--- config.mk ---
export PLATFORM = sky130hd
export DESIGN_NAME = adc_trimmed_mean_top
export DESIGN_NICKNAME = d
export VERILOG_FILES = /design/src/hw/rtl/atm_pkg.sv /design/src/hw/rtl/atm_ram.sv /design/src/hw/rtl/atm_div.sv /design/src/hw/rtl/adc_trimmed_mean_top.sv
export SDC_FILE = /design/constraint.sdc
export NUM_CORES = 1
export LEC_CHECK = 0
export BUFFER_PORTS_ARGS = -buffer_cell sky130_fd_sc_hd__buf_2
export CORE_ASPECT_RATIO = 1.2
export CORE_MARGIN = 2
export CORE_UTILIZATION = 59
export DETAILED_ROUTE_END_ITERATION = 10
export GPL_TIMING_DRIVEN = 1
export PLACE_DENSITY_LB_ADDON = 0.3
export SLEW_MARGIN = 40
export SYNTH_ARGS = -nofsm -noshare
export SYNTH_HDL_FRONTEND = slang
export SYNTH_SLANG_ARGS = --single-unit
--- constraint.sdc ---
create_clock -name clk_i -period 3.7 [get_ports clk_i]
set_clock_uncertainty 0.1 [all_clocks]
set_input_delay 0.185 -clock clk_i [delete_from_list [all_inputs] [get_ports clk_i]]
set_output_delay 0.185 -clock clk_i [all_outputs]
set_load 0.01 [all_outputs]
--- src/hw/rtl/atm_pkg.sv ---
// ----------------------------------------------------------------------------
// atm_pkg
// Shared constants for the trimmed mean filter: batch geometry, code widths
// and the reciprocal used to divide each middle entry by half the batch size.
// ----------------------------------------------------------------------------
`default_nettype none

package atm_pkg;

  // Port widths of the converter code and of the average.
  localparam int CodeBits = 16;
  localparam int AvgBits  = 16;

  // Batch geometry.
  localparam int SampleCount  = 8;
  localparam int SampleBits   = 16;
  localparam int IdxW         = $clog2(SampleCount);
  localparam int QuarterCount = SampleCount >> 2;
  localparam int HalfCount    = SampleCount >> 1;

  // First and last store entry that take part in the sum.
  localparam logic [IdxW-1:0] SumFirst = IdxW'(QuarterCount);
  localparam logic [IdxW-1:0] SumLast  = IdxW'(SampleCount - QuarterCount - 1);
  localparam logic [IdxW-1:0] LastIdx  = IdxW'(SampleCount - 1);

  // Division by HalfCount as a multiplication by a rounded-up reciprocal.
  // With DivShift = SampleBits + ceil(log2(HalfCount)) the quotient is exact
  // for every SampleBits-wide dividend.
  localparam int DivShift = SampleBits + $clog2(HalfCount);
  localparam int MulW     = SampleBits + 2;
  localparam int ProdW    = SampleBits + MulW;
  localparam longint unsigned DivMulWide =
      ((64'd1 << DivShift) + HalfCount - 1) / HalfCount;
  localparam logic [MulW-1:0] DivMul = MulW'(DivMulWide);

endpackage

`default_nettype wire

--- src/hw/rtl/atm_ram.sv ---
// ----------------------------------------------------------------------------
// atm_ram
// Generic simple dual-port RAM: one write port and one read port with a
// registered read.
// ----------------------------------------------------------------------------
`default_nettype none

module atm_ram #(
  parameter int Width = 16,
  parameter int Depth = 8
) (
  input  wire logic                     clk_i,
  input  wire logic                     we_i,
  input  wire logic [$clog2(Depth)-1:0] waddr_i,
  input  wire logic [Width-1:0]         wdata_i,
  input  wire logic [$clog2(Depth)-1:0] raddr_i,
  output logic      [Width-1:0]         rdata_o
);

  logic [Width-1:0] mem_q [Depth];
  logic [Width-1:0] rdata_q;

  always_ff @(posedge clk_i) begin
    if (we_i) begin
      mem_q[waddr_i] <= wdata_i;
    end
    rdata_q <= mem_q[raddr_i];
  end

  assign rdata_o = rdata_q;

endmodule

`default_nettype wire

--- src/hw/rtl/atm_div.sv ---
// ----------------------------------------------------------------------------
// atm_div
// Registered division of a stored code by half the batch size, done as a
// multiplication by a constant reciprocal.
// ----------------------------------------------------------------------------
`default_nettype none

module atm_div
  import atm_pkg::*;
(
  input  wire logic                  clk_i,
  input  wire logic                  rst_ni,
  input  wire logic                  valid_i,
  input  wire logic [SampleBits-1:0] dividend_i,
  output logic                       valid_o,
  output logic      [SampleBits-1:0] quotient_o
);

  logic [ProdW-1:0]      prod;
  logic [SampleBits-1:0] quot_d;
  logic [SampleBits-1:0] quot_q;
  logic                  valid_q;

  assign prod   = ProdW'(dividend_i) * ProdW'(DivMul);
  assign quot_d = SampleBits'(prod >> DivShift);

  always_ff @(posedge clk_i or negedge rst_ni) begin
    if (!rst_ni) begin
      valid_q <= 1'b0;
    end else begin
      valid_q <= valid_i;
    end
  end

  always_ff @(posedge clk_i) begin
    quot_q <= quot_d;
  end

  assign valid_o    = valid_q;
  assign quotient_o = quot_q;

endmodule

`default_nettype wire

--- src/hw/rtl/adc_trimmed_mean_top.sv ---
// ----------------------------------------------------------------------------
// adc_trimmed_mean_top
// Interquartile trimmed mean over batches of converter codes.
// ----------------------------------------------------------------------------
// Usage: a converter code is offered on sample_code_i with start high; the
// transaction is taken at the rising edge where start is high and busy is low.
// Every code is placed at once into its sorted position in the sample RAM by
// an insertion step: the entries above it are moved up one place per cycle,
// read and written back through the RAM's two ports.
// The first code of a batch is written straight in and leaves the block
// free. A code that lands at batch position k (from zero, k above zero)
// keeps the block busy while the entries above it are moved up and the code
// is then placed. After the last code of a batch the middle half of the RAM
// is read back one entry per cycle, each entry goes through the reciprocal
// multiplier, and the sum is presented.
// The result appears on average_code_o for exactly one cycle, marked by
// result_valid_o; the receiver cannot stall it, so it must take it then.
// Reset empties the batch; the RAM keeps no reset and every entry is written
// before it is read.
// ----------------------------------------------------------------------------
`default_nettype none

module adc_trimmed_mean_top
  import atm_pkg::*;
(
  input  wire logic                clk_i,
  input  wire logic                rst_ni,
  input  wire logic                start,
  output logic                     busy,
  input  wire logic [CodeBits-1:0] sample_code_i,
  output logic                     result_valid_o,
  output logic      [AvgBits-1:0]  average_code_o
);

  typedef enum logic [2:0] {
    StIdle,
    StCmp,
    StKey,
    StSum,
    StDrain
  } state_e;

  state_e                state_q, state_d;
  logic [IdxW-1:0]       fill_q, fill_d;
  logic [IdxW-1:0]       slot_q, slot_d;
  logic [IdxW-1:0]       rd_ptr_q, rd_ptr_d;
  logic [SampleBits-1:0] key_q, key_d;
  logic [AvgBits-1:0]    acc_q, acc_d;
  logic [AvgBits-1:0]    avg_q, avg_d;
  logic                  res_vld_q, res_vld_d;
  logic                  rd_vld_q;

  logic                  accept;
  logic                  ram_we;
  logic [IdxW-1:0]       ram_waddr;
  logic [SampleBits-1:0] ram_wdata;
  logic [IdxW-1:0]       ram_raddr;
  logic [SampleBits-1:0] ram_rdata;
  logic                  rd_issue;
  logic                  finish;
  logic                  quot_vld;
  logic [SampleBits-1:0] quot;

  assign accept = start && !busy;

  atm_ram #(
    .Width (SampleBits),
    .Depth (SampleCount)
  ) u_store (
    .clk_i   (clk_i),
    .we_i    (ram_we),
    .waddr_i (ram_waddr),
    .wdata_i (ram_wdata),
    .raddr_i (ram_raddr),
    .rdata_o (ram_rdata)
  );

  atm_div u_div (
    .clk_i      (clk_i),
    .rst_ni     (rst_ni),
    .valid_i    (rd_vld_q),
    .dividend_i (ram_rdata),
    .valid_o    (quot_vld),
    .quotient_o (quot)
  );

  always_comb begin
    state_d   = state_q;
    fill_d    = fill_q;
    slot_d    = slot_q;
    rd_ptr_d  = rd_ptr_q;
    key_d     = key_q;
    acc_d     = acc_q;
    avg_d     = avg_q;
    res_vld_d = 1'b0;
    ram_we    = 1'b0;
    ram_waddr = slot_q;
    ram_wdata = key_q;
    ram_raddr = slot_q - IdxW'(1);
    rd_issue  = 1'b0;
    finish    = 1'b0;

    unique case (state_q)
      StIdle: begin
        if (accept) begin
          key_d = sample_code_i[SampleBits-1:0];
          if (fill_q == '0) begin
            // An empty batch needs no search: the code goes straight in.
            ram_we    = 1'b1;
            ram_waddr = '0;
            ram_wdata = sample_code_i[SampleBits-1:0];
            fill_d    = IdxW'(1);
          end else begin
            ram_raddr = fill_q - IdxW'(1);
            slot_d    = fill_q;
            state_d   = StCmp;
          end
        end
      end
      StCmp: begin
        // The read data is the entry just below the free slot.
        ram_we    = 1'b1;
        ram_waddr = slot_q;
        if (ram_rdata > key_q) begin
          ram_wdata = ram_rdata;
          slot_d    = slot_q - IdxW'(1);
          if (slot_q == IdxW'(1)) begin
            state_d = StKey;
          end else begin
            ram_raddr = slot_q - IdxW'(2);
          end
        end else begin
          ram_wdata = key_q;
          finish    = 1'b1;
        end
      end
      StKey: begin
        ram_we    = 1'b1;
        ram_waddr = '0;
        ram_wdata = key_q;
        finish    = 1'b1;
      end
      StSum: begin
        ram_raddr = rd_ptr_q;
        rd_issue  = 1'b1;
        rd_ptr_d  = rd_ptr_q + IdxW'(1);
        if (rd_ptr_q == SumLast) begin
          state_d = StDrain;
        end
      end
      StDrain: begin
        if (!rd_vld_q && !quot_vld) begin
          res_vld_d = 1'b1;
          avg_d     = acc_q;
          state_d   = StIdle;
        end
      end
      default: begin
        state_d = StIdle;
      end
    endcase

    if (finish) begin
      if (fill_q == LastIdx) begin
        fill_d   = '0;
        rd_ptr_d = SumFirst;
        acc_d    = '0;
        state_d  = StSum;
      end else begin
        fill_d  = fill_q + IdxW'(1);
        state_d = StIdle;
      end
    end

    // The sum wraps at the accumulator width.
    if (quot_vld) begin
      acc_d = acc_q + AvgBits'(quot);
    end
  end

  always_ff @(posedge clk_i or negedge rst_ni) begin
    if (!rst_ni) begin
      state_q   <= StIdle;
      fill_q    <= '0;
      rd_vld_q  <= 1'b0;
      res_vld_q <= 1'b0;
    end else begin
      state_q   <= state_d;
      fill_q    <= fill_d;
      rd_vld_q  <= rd_issue;
      res_vld_q <= res_vld_d;
    end
  end

  always_ff @(posedge clk_i) begin
    slot_q   <= slot_d;
    rd_ptr_q <= rd_ptr_d;
    key_q    <= key_d;
    acc_q    <= acc_d;
    avg_q    <= avg_d;
  end

  assign busy           = (state_q != StIdle);
  assign result_valid_o = res_vld_q;
  assign average_code_o = avg_q;

endmodule

`default_nettype wire

==> results of run 1 <==
## cells in the final DEF (no fill, tap or decap), types with 4 or more instances in the layout
| cell type | n |
|---|---|
| mux2_2 | 8 |
| mux2_4 | 11 |
| dlygate4sd3_1 | 18 |
| nor2_1 | 21 |
| a31oi_1 | 4 |
| mux2i_1 | 97 |
| clkbuf_16 | 22 |
| buf_12 | 6 |
| dfrtp_1 | 9 |
| a22oi_1 | 16 |
| inv_1 | 32 |
| edfxtp_1 | 179 |
| nor3_1 | 4 |
| a21oi_1 | 14 |
| and2_1 | 13 |
| a21o_1 | 5 |
| ha_1 | 39 |
| o21ai_0 | 16 |
| nand2b_1 | 8 |
| dfxtp_1 | 33 |
| clkbuf_1 | 5 |
| buf_2 | 36 |
| nand2_1 | 52 |
| xnor2_1 | 9 |
| nor2b_1 | 9 |
| nor3_2 | 5 |
| or2_2 | 4 |
| xor2_1 | 5 |
| nand3_1 | 7 |
| buf_4 | 14 |
## stage by stage
step	setup WS (ns)	TNS [ns]	cell area, um^2	hold slack [ns]	power (mW)
2_1_floorplan	0.2767	0	9612	-0.2106	8.193
3_3_place_gp	0.1881	0	10210	-0.05803	9.368
3_5_place_dp	0.06185	0	10210	-0.05574	9.615
4_1_cts	0.05745	0	11100	0.1194	11.83
5_1_grt	-0.02512	-0.02512	11150	0.1529	12.68
6_report	0.1354	0	11150	0.1365	12.00
## layout make-up
cell class,instances,area (um^2)
clock buffers,28,571.8
repair buffers,75,610.6
well taps,212,265.3
clock inverters,10,132.6
multi-input cells,392,3187
flip-flops and latches,221,6261
inverters,32,120.1
fillers,1091,4932
## report_power, final
part           internal, mW  leakage [nW]  switching (mW)
sequential             3.72          2.03           0.385
combinational          2.75          2.15            2.98
clock                  1.30         0.341           0.868
total                  7.77          4.53            4.23
## cells by family (layout without fill, tap and decap cells)
family,count (synthesis),in the layout,share of synthesized area [%]
adder cells (fa/ha/maj),40,40,5.285
buffers and inverters,52,145,2.330
XOR/XNOR,14,14,1.276
flip-flops,221,221,65.14
AO/OA/AOI/OAI,79,79,5.624
AND/OR/NAND/NOR,143,143,7.589
multiplexers,116,116,12.76
## repair_timing
item	CTS	global route
hold endpoints to repair	25	0
resized for setup	0	2
hold buffers	18	0
setup buffers	0	1
setup endpoints to repair	0	16
## registers in the layout (all words and copies together), names as in the netlist, 3 cells and up
| name | count |
|---|---|
| slot_q | 3 |
| rd_ptr_q | 3 |
| average_code_o | 16 |
| fill_q | 3 |
| u_store.mem_q | 128 |
| u_div.quotient_o | 14 |
| state_q | 3 |
| acc_q | 16 |
| u_store.rdata_o | 16 |
| key_q | 16 |
## worst max-delay path, stage by stage (launching register included)
cell and delay (ns):
edfxtp_1 0.36, inv_1 0.05, ha_1 0.28, nand4_1 0.13, or4_4 0.58, a21oi_1 0.14, nor4_1 0.08, or3b_4 0.42
mux2_4 0.33, and3_4 0.20, nor3_4 0.15, buf_12 0.14, buf_12 0.13, mux2_2 0.34
## worst max-delay path by stage
stage,startpoint,end,cells after the start
2_1_floorplan,key_q[15],u_store.rdata_o[10],12
3_3_place_gp,key_q[15],u_store.rdata_o[15],12
3_5_place_dp,key_q[15],u_store.rdata_o[14],13
4_1_cts,key_q[13],u_store.rdata_o[5],13
5_1_grt,key_q[13],u_store.rdata_o[13],13
6_report,key_q[13],u_store.rdata_o[0],13
## per-layer routing
metal / up-vias / global-route usage (%) / routed length [um]
met5: - / 0 / 0
met4: 0 / 7.650 / 472
met3: 37 / 3.135 / 965
met2: 178 / 39.76 / 9652
met1: 2760 / 27.33 / 7854
li1: 2629 / - / -
==> reports/results.txt, run 1 <==
reg2reg start: key_q[13]
count of final hold-check violations: 0
root buffer cell: clkbuf_16
post-synthesis average cell area: 14.45 um^2
number of port buffers: 36
Util after Layout: 69.33%
kind of critical path: reg2reg
CP Max Fanout: 8
worst hold-check path type: in2reg
Iteration-0 DRC Markers: 357
Detailed Route WL: 18940 um
gr ovfl total: 0
Area Overhead vs Synth: 15.99%
Area contributors post-synth: edfxtp_1, mux2i_1, dfxtp_1, ha_1, dfrtp_1
highest clock rate: 280.5 MHz
CTS H-tree depth: 1
number of diodes: 0
R2R Path End: u_store.rdata_o[0]
routed vias: 5604
count leader, synth: edfxtp_1
largest net degree at the start of global routing: 33
status: complete, no violations
CTS tree: built
Mapped Nets: 724
r2r setup slk: 0.14 ns
Synth Warn #: 0
CTS buffer count: 21
Core ar.: 16080 um^2
Cells after DPL: 912
Initial Util: 59.77%
CP Capture Type: flip-flop
Final ANT Viol Nets: 0
num ports: 37
Die H: 143.8 um
clock slew at reported path FFs: 0.06 ns
Layout Cells excl Fill: 970
global-route wire length before repair: 29570 um
cell leakage power: 4.526 nW
max-cap viol count: 0
Pins Over Slew Limit: 0
antenna violations before repair: 0
gr usage total: 22.10%
Critical Path RT: 3.98 ns
clk buf depth: 3
die width: 120.5 um
Synth Instances: 665
final HPWL from detailed placement: 12050 um
async set or reset register ratio after synthesis: 4.072%
VDD IR max: 0.0007460 V
share of cells above drive strength 1: 17.02%
sequential cell area fraction in the yosys report: 65.14%
vias in the first global route: 5747
die area: 17330 um^2
Synth cell types: 60
clk_lat worst skew: 0.51 ns
crit path launch type: flip-flop
r2r worst-path depth: 13
Yosys reg bits: 221
Main synth FF type: edfxtp_1
NumNets Final: 802
routed length per placed instance: 19.53 um
Critical Path AT: 3.84 ns
Worst Hold Depth: 3
pwr dens: 1076 nW/um^2
commonest cells in the netlist: edfxtp_1, mux2i_1, nand2_1, ha_1, dfxtp_1
Worst Hold End: slot_q[1]
worst slew pin tran: 0.7594 ns
num rows: 51
final setup vio count: 0
Rel. slew slack: 49.32%
Placer Congestion: 0.8844
fin crit share: 96.34%
hold wc startpoint: start
DRC: 0
Yosys top cell area share: 55.92%
Final min period: 3.565 ns
Post-Syn Area: 9612 um^2
leading area contributor after synthesis: edfxtp_1
Via density: 5.777
CTS sink cnt: 221
EDFF count, synth: 179
First-pass DRT Iterations: 6
Note: power is estimated with default switching activity, not from simulation.
==> run 2: changes to the inputs <==
--- a/config.mk
+++ b/config.mk
@@ -8,7 +8,7 @@
 export BUFFER_PORTS_ARGS = -buffer_cell sky130_fd_sc_hd__buf_2
 export CORE_ASPECT_RATIO = 1.2
 export CORE_MARGIN = 2
-export CORE_UTILIZATION = 59
+export CORE_UTILIZATION = 55
 export DETAILED_ROUTE_END_ITERATION = 10
 export GPL_TIMING_DRIVEN = 1
 export PLACE_DENSITY_LB_ADDON = 0.3
==> reports/results.txt, run 2 (same netlist as run 1, synthesis figures left out) <==
status: complete, no violations
RSZ-0062 raised after global routing: false
Final min period: 3.573 ns (+0.008501 ns)
crit path launch type: flip-flop
most flop-heavy register: u_store.mem_q
clk_lat worst skew: 0.50 ns (about the same)
CP bufs+invs: 3 (unchanged)
worst path cell trace: inv_1 > ha_1 > nand3_1 > or4_4 > a21oi_2 > nor4_2 > or3b_4 > mux2_4 > and3_4 > nor3_4 > buf_4 > buf_12 > mux2_2
max-cap viol count: 0 (unchanged)
final setup vio count: 0 (unchanged)
Placer Congestion: 0.8273 (-6.5%)
root buffer cell: clkbuf_16
CTS H-tree depth: 1 (unchanged)
gr usage total: 21.12% (-0.98 points)
worst slew pin tran: 0.7253 ns (-0.03404 ns)
Initial Util: 56.60% (-3.2 points)
smallest hold slack: 0.1395 ns (+0.002939 ns)
Iteration-0 DRC Markers: 370 (+3.6%)
cell leakage power: 4.535 nW (+0.19%)
number of port buffers: 36 (unchanged)
Core ar.: 16980 um^2 (+5.6%)
Area Overhead vs Synth: 16.10%
Via density: 5.795 (+0.31%)
kind of critical path: reg2reg
most frequent cells in the layout: edfxtp_1, mux2i_1, nand2_1
routed length per placed instance: 19.94 um (+2.1%)
Pins Over Slew Limit: 0 (unchanged)
Util after Layout: 65.72% (-3.6 points)
CP Capture Type: flip-flop
CTS sink cnt: 221 (unchanged)
Die H: 148.8 um (+3.5%)
Critical Path RT: 3.98 ns (about the same)
num rows: 52 (+2.0%)
CP Max Fanout: 8 (unchanged)
commonest non-fill, non-tap cell in the layout: edfxtp_1
clock slew at reported path FFs: 0.07 ns (about the same)
First-pass DRT Iterations: 5 (-1)
worst hold-check path type: in2reg
TNS Setup: 0 ns (unchanged)
VDD IR max: 0.0005061 V (-32%)
DRC: 0 (unchanged)
Rel. slew slack: 51.59% (+2.3 points)
count of final hold-check violations: 0 (unchanged)
Critical Path AT: 3.86 ns (+0.02 ns)
CP top delay family: simple AND/OR/NAND/NOR gates
vias in the first global route: 5879 (+2.3%)
antenna violations before repair: 0 (unchanged)
clk buf depth: 3 (unchanged)
pwr dens: 1078 nW/um^2 (+0.10%)
num ports: 37 (unchanged)
die area: 18550 um^2 (+7.0%)
highest clock rate: 279.9 MHz (-0.24%)
fin crit share: 96.57% (+0.23 points)
CP max stage cell: or4_4
largest net degree at the start of global routing: 33 (unchanged)
die width: 124.7 um (+3.5%)
CTS buffer count: 21 (unchanged)
Final ANT Viol Nets: 0 (unchanged)
NumNets Final: 804 (+0.25%)
number of flip-flops in the largest register: 128 (unchanged)
Max stage delay on crit path: 0.57 ns (about the same)
share of cells above drive strength 1: 17.89% (+0.88 points)
CTS tree: built
global-route wire length before repair: 31010 um (+4.9%)
gr ovfl total: 0 (unchanged)
routed vias: 5656 (+0.93%)
Detailed Route WL: 19470 um (+2.8%)
number of diodes: 0 (unchanged)
final HPWL from detailed placement: 12650 um (+5.0%)
[run 2: timing repair]
item / in CTS / in global routing
setup endpoints to repair: 6 / 16
cloned: 0 / 1
hold buffers: 18 / 0
endpoints found under the hold margin: 25 / 0
resized for setup: 1 / 4
setup buffers: 0 / 2
pin swaps: 0 / 2
[run 2: metal layers]
layer  share of wire, %  vias to the layer above  global-route usage [%]  routed length (um)
li1                   -                     2645                       -                   -
met1                 40                     2772                   26.32                7815
met2                 52                      208                   38.17               10210
met3                5.5                       31                   2.977                1078
met4                1.8                        0                   7.022                 359
met5                  0                        -                       0                   0
[run 2: power breakdown]
group	internal, mW	leakage [nW]	switching, mW
clock	1.29	0.346	0.889
sequential	3.72	2.03	0.387
combinational	2.72	2.16	3.01
total	7.74	4.53	4.29
[run 2: stage by stage]
step           std cells  worst slack [ns]  power (mW)  instance area (um^2)
2_1_floorplan        665            0.2767       8.193                  9612
3_3_place_gp         917            0.1497       9.344                 10210
3_5_place_dp         917          0.003188       9.640                 10210
4_1_cts              973           0.01969       11.86                 11100
5_1_grt              976           0.02199       12.69                 11160
6_report             976            0.1269       12.03                 11160
[run 2: final timing paths]
| check | start | slack, ns | to | cells past startpoint |
|---|---|---|---|---|
| worst max-delay path | key_q[11] | 0.13 | u_store.rdata_o[0] | 13 |
| worst min-delay path | start | 0.14 | slot_q[0] | 3 |
| worst max register to register | key_q[11] | 0.13 | u_store.rdata_o[0] | 13 |
| worst min register to register | u_store.rdata_o[14] | 0.28 | u_div.quotient_o[12] | 0 |
| max in group asynchronous | rst_ni | 2.65 | result_valid_o | 3 |
| min in group asynchronous | rst_ni | 0.56 | fill_q[2] | 3 |
[run 2: layout make-up]
cell class	count	area (um^2)
Clock buffer	23	553.0
Clock inverter	15	153.9
Fill cell	1159	5822
Inverter	32	120.1
Multi-Input combinational cell	392	3201
Sequential cell	221	6261
Tap cell	216	270.3
Timing Repair Buffer	77	600.6
[run 2: tightest hold or removal path, delay by kind of cell]
kind	cells	cell delay [ns]
AND/OR/NAND/NOR	2	0.30
buffers and inverters	1	0.10
